$ cat config.mk
export PLATFORM = sky130hd
export DESIGN_NAME = c_comment_and_space_stripper
export DESIGN_NICKNAME = d
export VERILOG_FILES = /design/src/rtl/ccs_pkg.sv /design/src/rtl/ccs_core.sv /design/src/rtl/c_comment_and_space_stripper.sv
export SDC_FILE = /design/constraint.sdc
export NUM_CORES = 1
export LEC_CHECK = 0
export BUFFER_PORTS_ARGS = -buffer_cell sky130_fd_sc_hd__clkbuf_2
export CAP_MARGIN = 10
export CORE_MARGIN = 4
export CORE_UTILIZATION = 40
export CTS_CLUSTER_DIAMETER = 120
export DETAILED_ROUTE_END_ITERATION = 8
export PLACE_DENSITY_LB_ADDON = 0.05
export SLEW_MARGIN = 15
export SYNTH_ARGS = -nofsm -noshare
export SYNTH_HDL_FRONTEND = slang
export SYNTH_SLANG_ARGS = --single-unit
$ cat constraint.sdc
create_clock -name i_clk -period 3.3 [get_ports i_clk]
set_clock_uncertainty 0.05 [all_clocks]
set_input_delay 0.165 -clock i_clk [delete_from_list [all_inputs] [get_ports i_clk]]
set_output_delay 0.165 -clock i_clk [all_outputs]
set_load 0.01 [all_outputs]
$ cat src/rtl/ccs_pkg.sv
// ----------------------------------------------------------------------------
// ccs_pkg
// Shared types and constants of the C comment and space stripper.
// ----------------------------------------------------------------------------
package ccs_pkg;

    localparam int unsigned CharW = 8;
    localparam int unsigned KindW = 2;

    localparam logic [KindW-1:0] KIND_CHAR = 2'd0;
    localparam logic [KindW-1:0] KIND_LINE = 2'd1;
    localparam logic [KindW-1:0] KIND_END  = 2'd2;

    localparam logic [CharW-1:0] CH_CR    = 8'd13;
    localparam logic [CharW-1:0] CH_LF    = 8'd10;
    localparam logic [CharW-1:0] CH_DQUOTE = 8'd34;
    localparam logic [CharW-1:0] CH_SQUOTE = 8'd39;
    localparam logic [CharW-1:0] CH_SLASH = 8'd47;
    localparam logic [CharW-1:0] CH_STAR  = 8'd42;
    localparam logic [CharW-1:0] CH_SPACE = 8'd32;
    localparam logic [CharW-1:0] CH_TAB   = 8'd9;

    // Results caused by one request, delivered in the order char, line, end.
    typedef struct packed {
        logic             has_char;
        logic [CharW-1:0] char_value;
        logic             has_line;
        logic             has_end;
    } t_res;

endpackage

$ cat src/rtl/ccs_core.sv
// ----------------------------------------------------------------------------
// ccs_core
// Comment and blank state per line; computes the results of one request.
// ----------------------------------------------------------------------------
module ccs_core (
    input  logic                      i_clk,
    input  logic                      i_rst_n,
    input  logic                      i_accept,
    input  logic [ccs_pkg::CharW-1:0] i_byte,
    input  logic                      i_eot,
    output ccs_pkg::t_res             o_res
);

    typedef struct packed {
        logic skip;
        logic cq;
        logic ibc;
        logic sq;
        logic bs;
        logic le;
    } t_flags;

    typedef struct packed {
        t_flags flags;
        logic   consumed;
        logic   emit;
    } t_stage;

    localparam t_flags FlagsReset = '{skip: 1'b0, cq: 1'b0, ibc: 1'b0,
                                      sq: 1'b0, bs: 1'b1, le: 1'b0};

    function automatic t_stage comment_stage(
        input logic [ccs_pkg::CharW-1:0] c,
        input logic                      has_next,
        input logic [ccs_pkg::CharW-1:0] nx,
        input t_flags                    f
    );
        t_stage s;
        logic   blank;
        s          = '0;
        s.flags    = f;
        blank      = (c == ccs_pkg::CH_SPACE) || (c == ccs_pkg::CH_TAB);
        s.flags.cq = f.cq ^ (c == ccs_pkg::CH_DQUOTE);
        if (!s.flags.cq && has_next && c == ccs_pkg::CH_SLASH && nx == ccs_pkg::CH_SLASH) begin
            s.flags.skip = 1'b1;
            s.consumed   = 1'b1;
        end else if (!s.flags.cq && has_next && c == ccs_pkg::CH_SLASH &&
                     nx == ccs_pkg::CH_STAR) begin
            s.flags.ibc = 1'b1;
            s.consumed  = 1'b1;
        end else if (!s.flags.cq && has_next && c == ccs_pkg::CH_STAR &&
                     nx == ccs_pkg::CH_SLASH) begin
            s.flags.ibc = 1'b0;
            s.consumed  = 1'b1;
        end else if (!f.ibc) begin
            s.flags.sq = f.sq ^ ((c == ccs_pkg::CH_DQUOTE) || (c == ccs_pkg::CH_SQUOTE));
            if (!s.flags.sq && blank) begin
                if (!f.bs) begin
                    s.emit       = 1'b1;
                    s.flags.le   = 1'b1;
                    s.flags.bs   = 1'b1;
                end
            end else begin
                s.emit     = 1'b1;
                s.flags.le = 1'b1;
                s.flags.bs = 1'b0;
            end
        end
        return s;
    endfunction

    t_flags                    r_flags, n_flags;
    logic                      r_held_valid, n_held_valid;
    logic [ccs_pkg::CharW-1:0] r_held_char, n_held_char;
    t_stage                    w_stage;
    logic                      w_line_end;

    assign w_line_end = (i_byte == ccs_pkg::CH_CR) || (i_byte == ccs_pkg::CH_LF);

    always_comb begin
        n_flags      = r_flags;
        n_held_valid = r_held_valid;
        n_held_char  = r_held_char;
        o_res        = '0;
        w_stage      = comment_stage(r_held_char, !(i_eot || w_line_end), i_byte, r_flags);
        if (i_eot || w_line_end) begin
            if (r_held_valid && !r_flags.skip) begin
                o_res.has_char   = w_stage.emit;
                o_res.char_value = r_held_char;
                o_res.has_line   = w_stage.flags.le;
                n_flags.ibc      = w_stage.flags.ibc;
            end else begin
                o_res.has_line   = r_flags.le;
            end
            o_res.has_end = i_eot;
            n_flags.skip  = FlagsReset.skip;
            n_flags.cq    = FlagsReset.cq;
            n_flags.sq    = FlagsReset.sq;
            n_flags.bs    = FlagsReset.bs;
            n_flags.le    = FlagsReset.le;
            if (i_eot) begin
                n_flags.ibc = FlagsReset.ibc;
            end
            n_held_valid = 1'b0;
            n_held_char  = '0;
        end else if (r_flags.skip) begin
            n_flags = r_flags;
        end else if (r_held_valid) begin
            o_res.has_char   = w_stage.emit;
            o_res.char_value = r_held_char;
            n_flags          = w_stage.flags;
            if (w_stage.consumed) begin
                n_held_valid = 1'b0;
                n_held_char  = '0;
            end else begin
                n_held_char  = i_byte;
            end
        end else begin
            n_held_valid = 1'b1;
            n_held_char  = i_byte;
        end
        if (!o_res.has_char) begin
            o_res.char_value = '0;
        end
    end

    always_ff @(posedge i_clk) begin
        if (!i_rst_n) begin
            r_flags      <= FlagsReset;
            r_held_valid <= 1'b0;
            r_held_char  <= '0;
        end else if (i_accept) begin
            r_flags      <= n_flags;
            r_held_valid <= n_held_valid;
            r_held_char  <= n_held_char;
        end
    end

endmodule

$ cat src/rtl/c_comment_and_space_stripper.sv
// ----------------------------------------------------------------------------
// c_comment_and_space_stripper
// Streaming remover of C comments, leading blanks and repeated blanks.
// ----------------------------------------------------------------------------
// The slave stream carries one source byte per request in s_axis_tdata, with
// s_axis_tlast marking end of text. The master stream returns kept
// characters (tuser 0), ends of non-empty lines (tuser 1) and the end of
// text (tuser 2); tlast marks the final result caused by one request.
// One byte is held back internally so that two-character comment markers
// can be seen, so a kept character appears on the request after it.
// Results of a request are registered and appear in the cycle after it is
// accepted. A request that causes one result or none is taken every cycle
// while the receiver is ready; one that causes two or three results holds
// the single output register until all have left, draining one per cycle.
// The input is taken in the cycle that the last pending result leaves,
// so there is no bubble while the receiver keeps m_axis_tready high.
// When the receiver stalls, the pending results hold and s_axis_tready drops.
// Synchronous reset clears all line and comment state and empties the output.
module c_comment_and_space_stripper (
    input  logic                      i_clk,
    input  logic                      i_rst_n,
    input  logic                      s_axis_tvalid,
    output logic                      s_axis_tready,
    input  logic [ccs_pkg::CharW-1:0] s_axis_tdata,  // input_byte
    input  logic                      s_axis_tlast,  // end_of_text
    output logic                      m_axis_tvalid,
    input  logic                      m_axis_tready,
    output logic [ccs_pkg::CharW-1:0] m_axis_tdata,  // char_value
    output logic [ccs_pkg::KindW-1:0] m_axis_tuser,  // kind
    output logic                      m_axis_tlast   // last_of_run
);

    ccs_pkg::t_res r_res, n_res;
    ccs_pkg::t_res w_new;
    logic          w_accept;
    logic          w_single;
    logic          w_pop;

    assign w_single      = $countones({r_res.has_char, r_res.has_line, r_res.has_end}) == 1;
    assign w_pop         = m_axis_tvalid && m_axis_tready;
    assign m_axis_tvalid = r_res.has_char || r_res.has_line || r_res.has_end;
    assign s_axis_tready = !m_axis_tvalid || (w_single && m_axis_tready);
    assign w_accept      = s_axis_tvalid && s_axis_tready;

    ccs_core u_core (
        .i_clk    (i_clk),
        .i_rst_n  (i_rst_n),
        .i_accept (w_accept),
        .i_byte   (s_axis_tdata),
        .i_eot    (s_axis_tlast),
        .o_res    (w_new)
    );

    always_comb begin
        m_axis_tlast = w_single;
        if (r_res.has_char) begin
            m_axis_tuser = ccs_pkg::KIND_CHAR;
            m_axis_tdata = r_res.char_value;
        end else if (r_res.has_line) begin
            m_axis_tuser = ccs_pkg::KIND_LINE;
            m_axis_tdata = '0;
        end else begin
            m_axis_tuser = ccs_pkg::KIND_END;
            m_axis_tdata = '0;
        end
    end

    always_comb begin
        n_res = r_res;
        if (w_pop) begin
            if (r_res.has_char) begin
                n_res.has_char = 1'b0;
            end else if (r_res.has_line) begin
                n_res.has_line = 1'b0;
            end else begin
                n_res.has_end = 1'b0;
            end
        end
        if (w_accept) begin
            n_res = w_new;
        end
    end

    always_ff @(posedge i_clk) begin
        if (!i_rst_n) begin
            r_res <= '0;
        end else begin
            r_res <= n_res;
        end
    end

endmodule

==> flow_summary_export.csv, run 1 <==
group,metric,value,unit
drt,routedWlPerCell,15.6,um
synth,synth_most_common_cell,"dfxtp_1",
timing,hold_ws,19.2,ps
synth,synth_area,1450,sq um
place,io_buffers,25,
floorplanning,die_w,68.1,um
final_layout,nNetsFinal,191,
final_layout,n_antenna_cell,0,
cts,h-tree-depth,1,
synth,synth_edf_count,0,
pwr,cellLeakagePower,0.647,nW
worst_setup_path,cp-start-kind,"flop",
grt,grt_max_degree,24,
synth,yosysWarningCount,0,
drt,routed_via_density,5.86,
worst_setup_path,critPathRequiredTime,3480,ps
cts,cts_tree,"yes",
drt,first_pass_iters,4,
final_layout,drive_gt1_frac,0.217,
worst_setup_path,path_buf_inv,0,
synth,netlist-cell-type-count,55,
synth,synth.cells.most_frequent,"dfxtp_1 (26), nand2_1 (9), a22o_1 (8), and2_1 (8)",
grt,grt_pass1_vias,1253,
synth,avgSynthCellArea,9.32,sq um
status,status,"completed",
synth,ys_ff_latch,26,
flow_run,maxCapViolations,0,
floorplanning,die_y,68.1,um
grt,gr-total-overflow,0,
cts,clk_pin_slew,130,ps
worst_setup_path,crit_type,"reg2reg",
synth,syn_inst,155,
final_layout,syn_to_final_growth,12.1,%
timing,setup_viol_count_final,0,
timing,finalCritPeriodShare,0.832,
timing,tightest_slew,663,ps
drt,routed_wl,3450,um
floorplanning,core-area,3420,sq um
drt,vias,1296,
min_path,hold_class,"in2reg",
drt,drc_errors,0,
worst_setup_path,critical_path.max_stage_delay,580,ps
place,place_area,1600,sq um
synth,yosys.area.top_type_share,0.360,
pwr,power_density,343,nW/um^2
floorplanning,start_util,0.423,
synth,synth.area.top_cells,"dfxtp_1 (36%), a22o_1 (4.8%), a2111oi_4 (3.8%), a32o_1 (3.5%), and2_1 (3.5%)",
timing,rsz0062_at_grt,"false",
timing,hold_viol_final,0,
cts,cts.sinks,26,
floorplanning,die_area,4640,sq um
cts,cts_buffers,3,
synth,seq_area_frac_synth,0.360,
timing,maxSlewHeadroom,0.557,
timing,fin_crit,2740,ps
worst_setup_path,critPathTopFamily,"compound AO/OA/AOI/OAI gates",
worst_setup_path,cpMostUsedCell,"a2111oi_4",
floorplanning,num_rows,21,
worst_setup_path,cp.arrival,2930,ps
floorplanning,ios,26,
worst_setup_path,crit_slowest_cell,"dfxtp_1",
cts,cts_hold_repair.buffers,0,
grt,antenna_found_initial,0,
synth,synthFlopType,"dfxtp_1",
timing,finalMaxSlewViolations,0,
cts,cts_setup_buffers,0,
drt,drtIter0Drc,68,
synth,synth-async-reset-ratio,0,
cts,clkLatencyLatePin,320,ps
cts,cts-resized-gates,0,
cts,root_buffer,"clkbuf_4",
worst_setup_path,critPathCaptureType,"flop",
cts,cts.path.max_buffers,2,
drt,antenna_left,0,
pwr,vdd_drop_max,0.000169,V
final_layout,final_cell_area,1620,sq um
worst_setup_path,path_cells,"or3b_1 > or4_4 > a2111oi_4 > a2111oi_4 > a22o_1",
worst_setup_path,path_max_fanout,9,
grt,grt.total_usage,0.170,
timing,fmax,364,MHz
place,place.detailed.hpwl,2570,um
synth,mappedNetlistNets,169,
grt,grt_pass1_wl,5870,um
place,place_congestion,0.808,
synth,synth_area_leader_cell,"dfxtp_1",
timing,fin_tns_setup,0,ps
[where the power goes]
part	total [mW]	internal, mW	switching [mW]
clock network	0.136	0.0429	0.0930
registers	0.335	0.322	0.0129
logic	0.0852	0.0339	0.0513
total	0.556	0.399	0.157
[layout make-up]
type	count	area (sq um)
Fill cell	349	1800
Timing Repair Buffer	26	133
Inverter	5	18.8
Clock buffer	3	22.5
Tap cell	46	57.6
Sequential cell	26	520
Multi-Input combinational cell	115	868
[placed cells by master, fill, tap and decap left out, types with 3 or more instances in the layout]
master	instances
a21boi_0	4
o21a_1	4
a22o_1	8
nor3_1	4
nor2b_1	4
nor4_1	3
nand2_1	9
a32o_1	5
nor2_1	6
dfxtp_1	26
nand3_1	4
clkbuf_4	3
and3_1	4
inv_1	5
a21oi_1	3
nor3b_1	4
clkbuf_2	25
and2_1	8
o211a_1	3
[metal layers]
layer	share of wire	GRT usage	wire, um	vias to the layer above
met5	0	0	0	-
li1	-	-	-	641
met3	0.033	0.0246	113	4
met1	0.50	0.227	1720	625
met4	0.019	0.0769	65	0
met2	0.45	0.271	1550	26
[through the flow]
stage	util	power (mW)	setup slack (ps)	std cells
global route	0.474	0.586	438	221
finish	0.474	0.556	556	221
CTS	0.474	0.560	573	221
floorplan	-	0.397	822	155
detailed placement	0.468	0.427	589	218
global placement	0.468	0.424	590	218
[worst paths after layout]
check / from / endpoint / slack (ps) / cells after the start
worst max-delay path: u_core.r_held_char[3] / u_core.r_held_char[5] / 560 / 5
worst min-delay path: s_axis_tdata[6] / u_core.r_held_char[6] / 20 / 2
worst max register to register: u_core.r_held_char[3] / u_core.r_held_char[5] / 560 / 5
worst min register to register: r_res[6] / r_res[6] / 430 / 2
[worst reg2reg max path, stage by stage, from the launching register on]
cell       delay (ps)
dfxtp_1           580
or3b_1            470
or4_4             520
a2111oi_4         570
a2111oi_4         210
a22o_1            270
[state kept, by name (all words and copies together) (netlist names)]
| name | cells |
|---|---|
| r_res | 11 |
| u_core.r_held_valid | 1 |
| u_core.r_held_char | 8 |
| u_core.r_flags | 6 |
[kinds of logic after synthesis]
group,after synthesis,synth area share
AOI/OAI and AO/OA,46,0.290
DFF,26,0.360
and+or+nand+nor,67,0.291
xor gates and xnor gates,1,0.00606
adders and majority gates,1,0.0139
buffers and inverters,14,0.0390
No activity file was read; power rests on OpenSTA's default activity.
==> inputs of run 2 (changes only) <==
- clock period: 3.3 -> 2.4 ns (I/O delays scaled with it)
==> run 2 against run 1 <==
Die area is the same. Largest power group unchanged. Cell area grew 13%. Sequential power grew 35%. Setup slack lost 490 ps. Largest cell class unchanged.
==> flow_summary_export.csv, run 2 (synthesized netlist as in run 1, its figures left out) <==
group,metric,value,unit
flow_run,maxCapViolations,0,
timing,rsz0062_at_grt,"false",
pwr,cellLeakagePower,0.765,nW
grt,antenna_found_initial,0,
worst_setup_path,timing.rr.end,"u_core.r_held_char[7]",
cts,clk_pin_slew,140,ps
place,io_buffers,25,
cts,cts_buffers,3,
worst_setup_path,path_max_fanout,9,
pwr,finalPower,0.828,mW
final_layout,stdcell_count,244,
timing,fin_tns_setup,0,ps
cts,cts.path.max_buffers,2,
pwr,vdd_drop_max,0.000236,V
worst_setup_path,cp-start-kind,"flop",
timing,tightest_slew,457,ps
place,place.detailed.hpwl,2860,um
worst_setup_path,crit_type,"reg2reg",
grt,grt_pass1_wl,6410,um
cts,root_buffer,"clkbuf_4",
final_layout,drive_gt1_frac,0.283,
grt,grt_max_degree,24,
status,status,"completed",
worst_setup_path,worstReg2RegStart,"u_core.r_held_char[6]",
timing,setup_viol_count_final,0,
drt,drtIter0Drc,53,
min_path,hold_class,"in2reg",
min_path,holdPathStages,2,
final_layout,syn_to_final_growth,26.4,%
timing,fmax,428,MHz
drt,routed_wl,3710,um
final_layout,layout_common_cells,"clkbuf_2 (25), dfxtp_1 (25), buf_4 (17), nand2_1 (9)",
drt,drc_errors,0,
drt,first_pass_iters,4,
worst_setup_path,cp.arrival,2520,ps
cts,clkLatencyLatePin,320,ps
worst_setup_path,path_buf_inv,1,
worst_setup_path,critPathRequiredTime,2580,ps
timing,fin_crit,2340,ps
min_path,hold_start,"s_axis_tdata[2]",
worst_setup_path,critical_path.max_stage_delay,510,ps
worst_setup_path,rrSetupSlack,60,ps
final_layout,nNetsFinal,213,
cts,cts_tree,"yes",
worst_setup_path,cpMostUsedCell,"a2111oi_4",
place,dp_cells,234,
drt,routedWlPerCell,15.2,um
timing,hold_viol_final,0,
drt,vias,1378,
cts,cts.sinks,26,
floorplanning,die_y,68.1,um
final_layout,n_antenna_cell,0,
pwr,power_density,453,nW/um^2
timing,maxSlewHeadroom,0.691,
floorplanning,die_w,68.1,um
grt,gr-total-overflow,0,
worst_setup_path,crit_slowest_cell,"or4_4",
worst_setup_path,critPathCaptureType,"flop",
floorplanning,ios,26,
place,place_congestion,0.860,
worst_setup_path,critPathTopFamily,"simple AND/OR/NAND/NOR gates",
final_layout,largest_reg_flops,11,
worst_setup_path,r2r_cells,6,
timing,finalCritPeriodShare,0.974,
timing,finalMaxSlewViolations,0,
drt,routed_via_density,5.65,
floorplanning,core-area,3420,sq um
drt,antenna_left,0,
grt,grt_pass1_vias,1356,
worst_setup_path,path_cells,"or3b_1 > or4_4 > a2111oi_4 > a2111oi_4 > buf_4 > a22o_1",
min_path,holdPathEnd,"u_core.r_held_char[2]",
final_layout,regMostFlops,"r_res",
floorplanning,die_area,4640,sq um
floorplanning,num_rows,21,
timing,hold_ws,77.2,ps
place,place_area,1720,sq um
final_layout,final_cell_area,1830,sq um
cts,h-tree-depth,1,
floorplanning,start_util,0.423,
final_layout,reg_top3,"r_res (11), u_core.r_held_char (8), u_core.r_flags (6)",
grt,grt.total_usage,0.182,
[run 2: worst register-to-register path: stages, from the launching register on]
cell and delay, ps:
dfxtp_2 360, or3b_1 410, or4_4 510, a2111oi_4 380, a2111oi_4 120, buf_4 190
a22o_1 230
[run 2: repair_timing]
| action | CTS | global route |
|---|---|---|
| hold buffers | 6 | 0 |
| resized for setup | 0 | 4 |
| endpoints found under the setup margin | 0 | 17 |
| setup buffers | 0 | 1 |
| endpoints found under the hold margin | 6 | 0 |
[run 2: power breakdown]
| group | switching, mW | internal, mW |
|---|---|---|
| logic | 0.0882 | 0.0700 |
| registers | 0.00806 | 0.443 |
| clock network | 0.126 | 0.0927 |
[run 2: metal layers]
metal  vias up  wire length (um)  GRT usage
li1        682                 -          -
met1       661              1730      0.239
met2        31              1790      0.313
met3         4               166     0.0246
met4         0                27     0.0447
met5         -                 0          0
[run 2: final cells by class]
class	count	area (sq um)
fillers	336	1590
well taps	46	57.6
repair buffers	48	313
multi-input cells	115	880
flip-flops and latches	26	522
inverters	5	18.8
clock buffers	4	36.3
[run 2: worst max path at each step]
stage | from | end | slack, ps | cells after the start
2_1_floorplan | u_core.r_held_char[3] | u_core.r_held_char[0] | 9 | 6
3_3_place_gp | u_core.r_held_char[6] | u_core.r_held_char[2] | 70 | 6
3_5_place_dp | u_core.r_held_char[6] | u_core.r_held_char[7] | 40 | 6
4_1_cts | u_core.r_held_char[6] | u_core.r_held_char[7] | 10 | 6
5_1_grt | u_core.r_held_char[6] | u_core.r_held_char[6] | 0.5 | 6
6_report | u_core.r_held_char[6] | u_core.r_held_char[7] | 60 | 6
[run 2: through the flow]
step                       util  setup slack, ps
final                     0.535             63.2
after global routing      0.535            0.498
after CTS                 0.531             11.5
after detailed placement  0.503             35.3
after global placement    0.503             71.7
after floorplan               -             9.10
==> inputs of run 3 (changes only) <==
--- a/config.mk
+++ b/config.mk
@@ -8,3 +8,3 @@
 export BUFFER_PORTS_ARGS = -buffer_cell sky130_fd_sc_hd__clkbuf_2
-export CAP_MARGIN = 10
+export CAP_MARGIN = 40
 export CORE_MARGIN = 4
@@ -14,2 +14,3 @@
 export PLACE_DENSITY_LB_ADDON = 0.05
+export REMOVE_ABC_BUFFERS = 1
 export SLEW_MARGIN = 15
--- a/constraint.sdc
+++ b/constraint.sdc
@@ -4,2 +4,2 @@
 set_output_delay 0.12 -clock i_clk [all_outputs]
-set_load 0.01 [all_outputs]
+set_load 0.1 [all_outputs]
==> run 3 against run 2 <==
Clock-buffer cell count shrank 1. Non-clock buffer count shrank 1. Global-route usage shrank 1.3 points. Sequential share of layout area shrank 0.16 points. Die area is the same. First-iteration DRC count grew 26%.
==> flow_summary_export.csv, run 3 (synthesized netlist as in run 1, its figures left out) <==
group,metric,value,unit
floorplanning,die_area,4640,sq um
cts,cts_tree,"yes",
drt,routed_via_density,5.73,
timing,hold_viol_final,0,
grt,gr-total-overflow,0,
final_layout,n_antenna_cell,0,
drt,drtIter0Drc,67,
drt,routed_wl,3640,um
pwr,power_density,523,nW/um^2
worst_setup_path,cp.arrival,2510,ps
floorplanning,num_rows,21,
floorplanning,die_w,68.1,um
grt,antenna_found_initial,0,
final_layout,stdcell_count,243,
floorplanning,core-area,3420,sq um
floorplanning,ios,26,
grt,grt.total_usage,0.169,
timing,finalWorstSetupSlack,79.3,ps
min_path,holdPathStages,3,
pwr,vdd_drop_max,0.000208,V
cts,clkLatencyLatePin,320,ps
grt,grt_pass1_vias,1290,
final_layout,fillerInstances,342,
worst_setup_path,critPathCaptureType,"flop",
grt,met2_usage,0.274,
floorplanning,die_y,68.1,um
drt,routedWlPerCell,15.0,um
worst_setup_path,cp-start-kind,"flop",
grt,top_usage_layer,"met2",
worst_setup_path,critPathRequiredTime,2590,ps
final_layout,layout.cells.most_common,"clkbuf_2",
drt,drc_errors,0,
drt,first_pass_iters,4,
cts,h-tree-depth,1,
timing,tightest_slew,541,ps
timing,maxSlewHeadroom,0.641,
cts,cts.sinks,26,
cts,cts.path.max_buffers,2,
grt,grt_pass1_wl,6000,um
timing,rsz0062_at_grt,"false",
final_layout,regMostFlops,"r_res",
final_layout,reg_top3,"r_res (11), u_core.r_held_char (8), u_core.r_flags (6)",
min_path,hold_class,"in2reg",
drt,vias,1393,
grt,use_met1,0.220,
final_layout,nNetsFinal,212,
timing,finalCritPeriodShare,0.967,
worst_setup_path,r2r_cells,6,
place,place_congestion,0.844,
timing,finalMaxSlewViolations,0,
timing,fmax,431,MHz
grt,grt_max_degree,24,
timing,fin_crit,2320,ps
place,dp_cells,233,
final_layout,syn_to_final_growth,27.4,%
flow_run,maxCapViolations,0,
final_layout,drive_gt1_frac,0.294,
cts,cts_buffers,3,
cts,clk_pin_slew,150,ps
pwr,cellLeakagePower,0.768,nW
drt,antenna_left,0,
worst_setup_path,path_max_fanout,9,
worst_setup_path,crit_type,"reg2reg",
cts,root_buffer,"clkbuf_4",
place,place_ws,40.9,ps
status,status,"completed",
place,io_buffers,25,
place,place.detailed.hpwl,2740,um
timing,setup_viol_count_final,0,
pwr,finalPower,0.962,mW
timing,hold_ws,70.4,ps
final_layout,largest_reg_flops,11,
floorplanning,start_util,0.423,
final_layout,layout_common_cells,"clkbuf_2 (25), dfxtp_1 (24), buf_4 (16), nand2_1 (9)",
grt,grt_util_met3,0.0246,
==> run 3: cell count changes in the layout (fill, tap and decap cells not counted), sizes merged <==
cell    delta
buf        -1
bufinv     +1
clkbuf     -1
==> run 3: cell type report <==
class	instances	area [sq um]	area share
clock buffer	3	22.5	0.0122
sequential	26	523	0.284
tap	46	57.6	0.0312
timing repair buffer	47	305	0.166
multi-input combinational	115	885	0.480
clock inverter	1	30.0	0.0163
inverter	5	18.8	0.0102
==> run 3: report_power, final <==
group | internal, mW | total (mW) | switching [mW]
combinational | 0.0700 | 0.208 | 0.138
clock | 0.169 | 0.303 | 0.134
sequential | 0.444 | 0.452 | 0.00844
total | 0.682 | 0.962 | 0.280
==> run 3: per-stage QoR <==
step / setup TNS, ps / utilization / cell area (sq um)
2_1_floorplan: -196 / - / 1410
3_3_place_gp: 0 / 0.501 / 1710
3_5_place_dp: 0 / 0.501 / 1710
4_1_cts: 0 / 0.534 / 1820
5_1_grt: 0 / 0.539 / 1840
6_report: 0 / 0.539 / 1840
==> run 3: timing repair <==
| action | in CTS | in global routing |
|---|---|---|
| setup buffers | 0 | 0 |
| hold buffers | 6 | 0 |
| endpoints found under the hold margin | 6 | 0 |
| setup endpoints to repair | 0 | 21 |
| gates resized for setup | 0 | 5 |
==> run 3: critical path, cell delays in order, from the launching register on <==
cell and delay, ps:
dfxtp_1 360, or3b_2 530, o31a_1 350, a2111oi_4 410
a2111oi_4 120, buf_4 180, a22o_1 230
==> run 3: routing by layer <==
layer / wire length [um] / vias up
li1: - / 685
met1: 1680 / 667
met2: 1760 / 35
met3: 142 / 6
met4: 54 / 0
met5: 0 / -
==> run 3: path summary, 6_finish.rpt <==
| check | start | end | slack [ps] |
|---|---|---|---|
| worst max-delay path | u_core.r_held_char[1] | u_core.r_held_char[5] | 80 |
| worst max register to register | u_core.r_held_char[1] | u_core.r_held_char[5] | 80 |
| worst min-delay path | m_axis_tready | r_res[10] | 70 |
| worst min register to register | r_res[8] | r_res[8] | 420 |
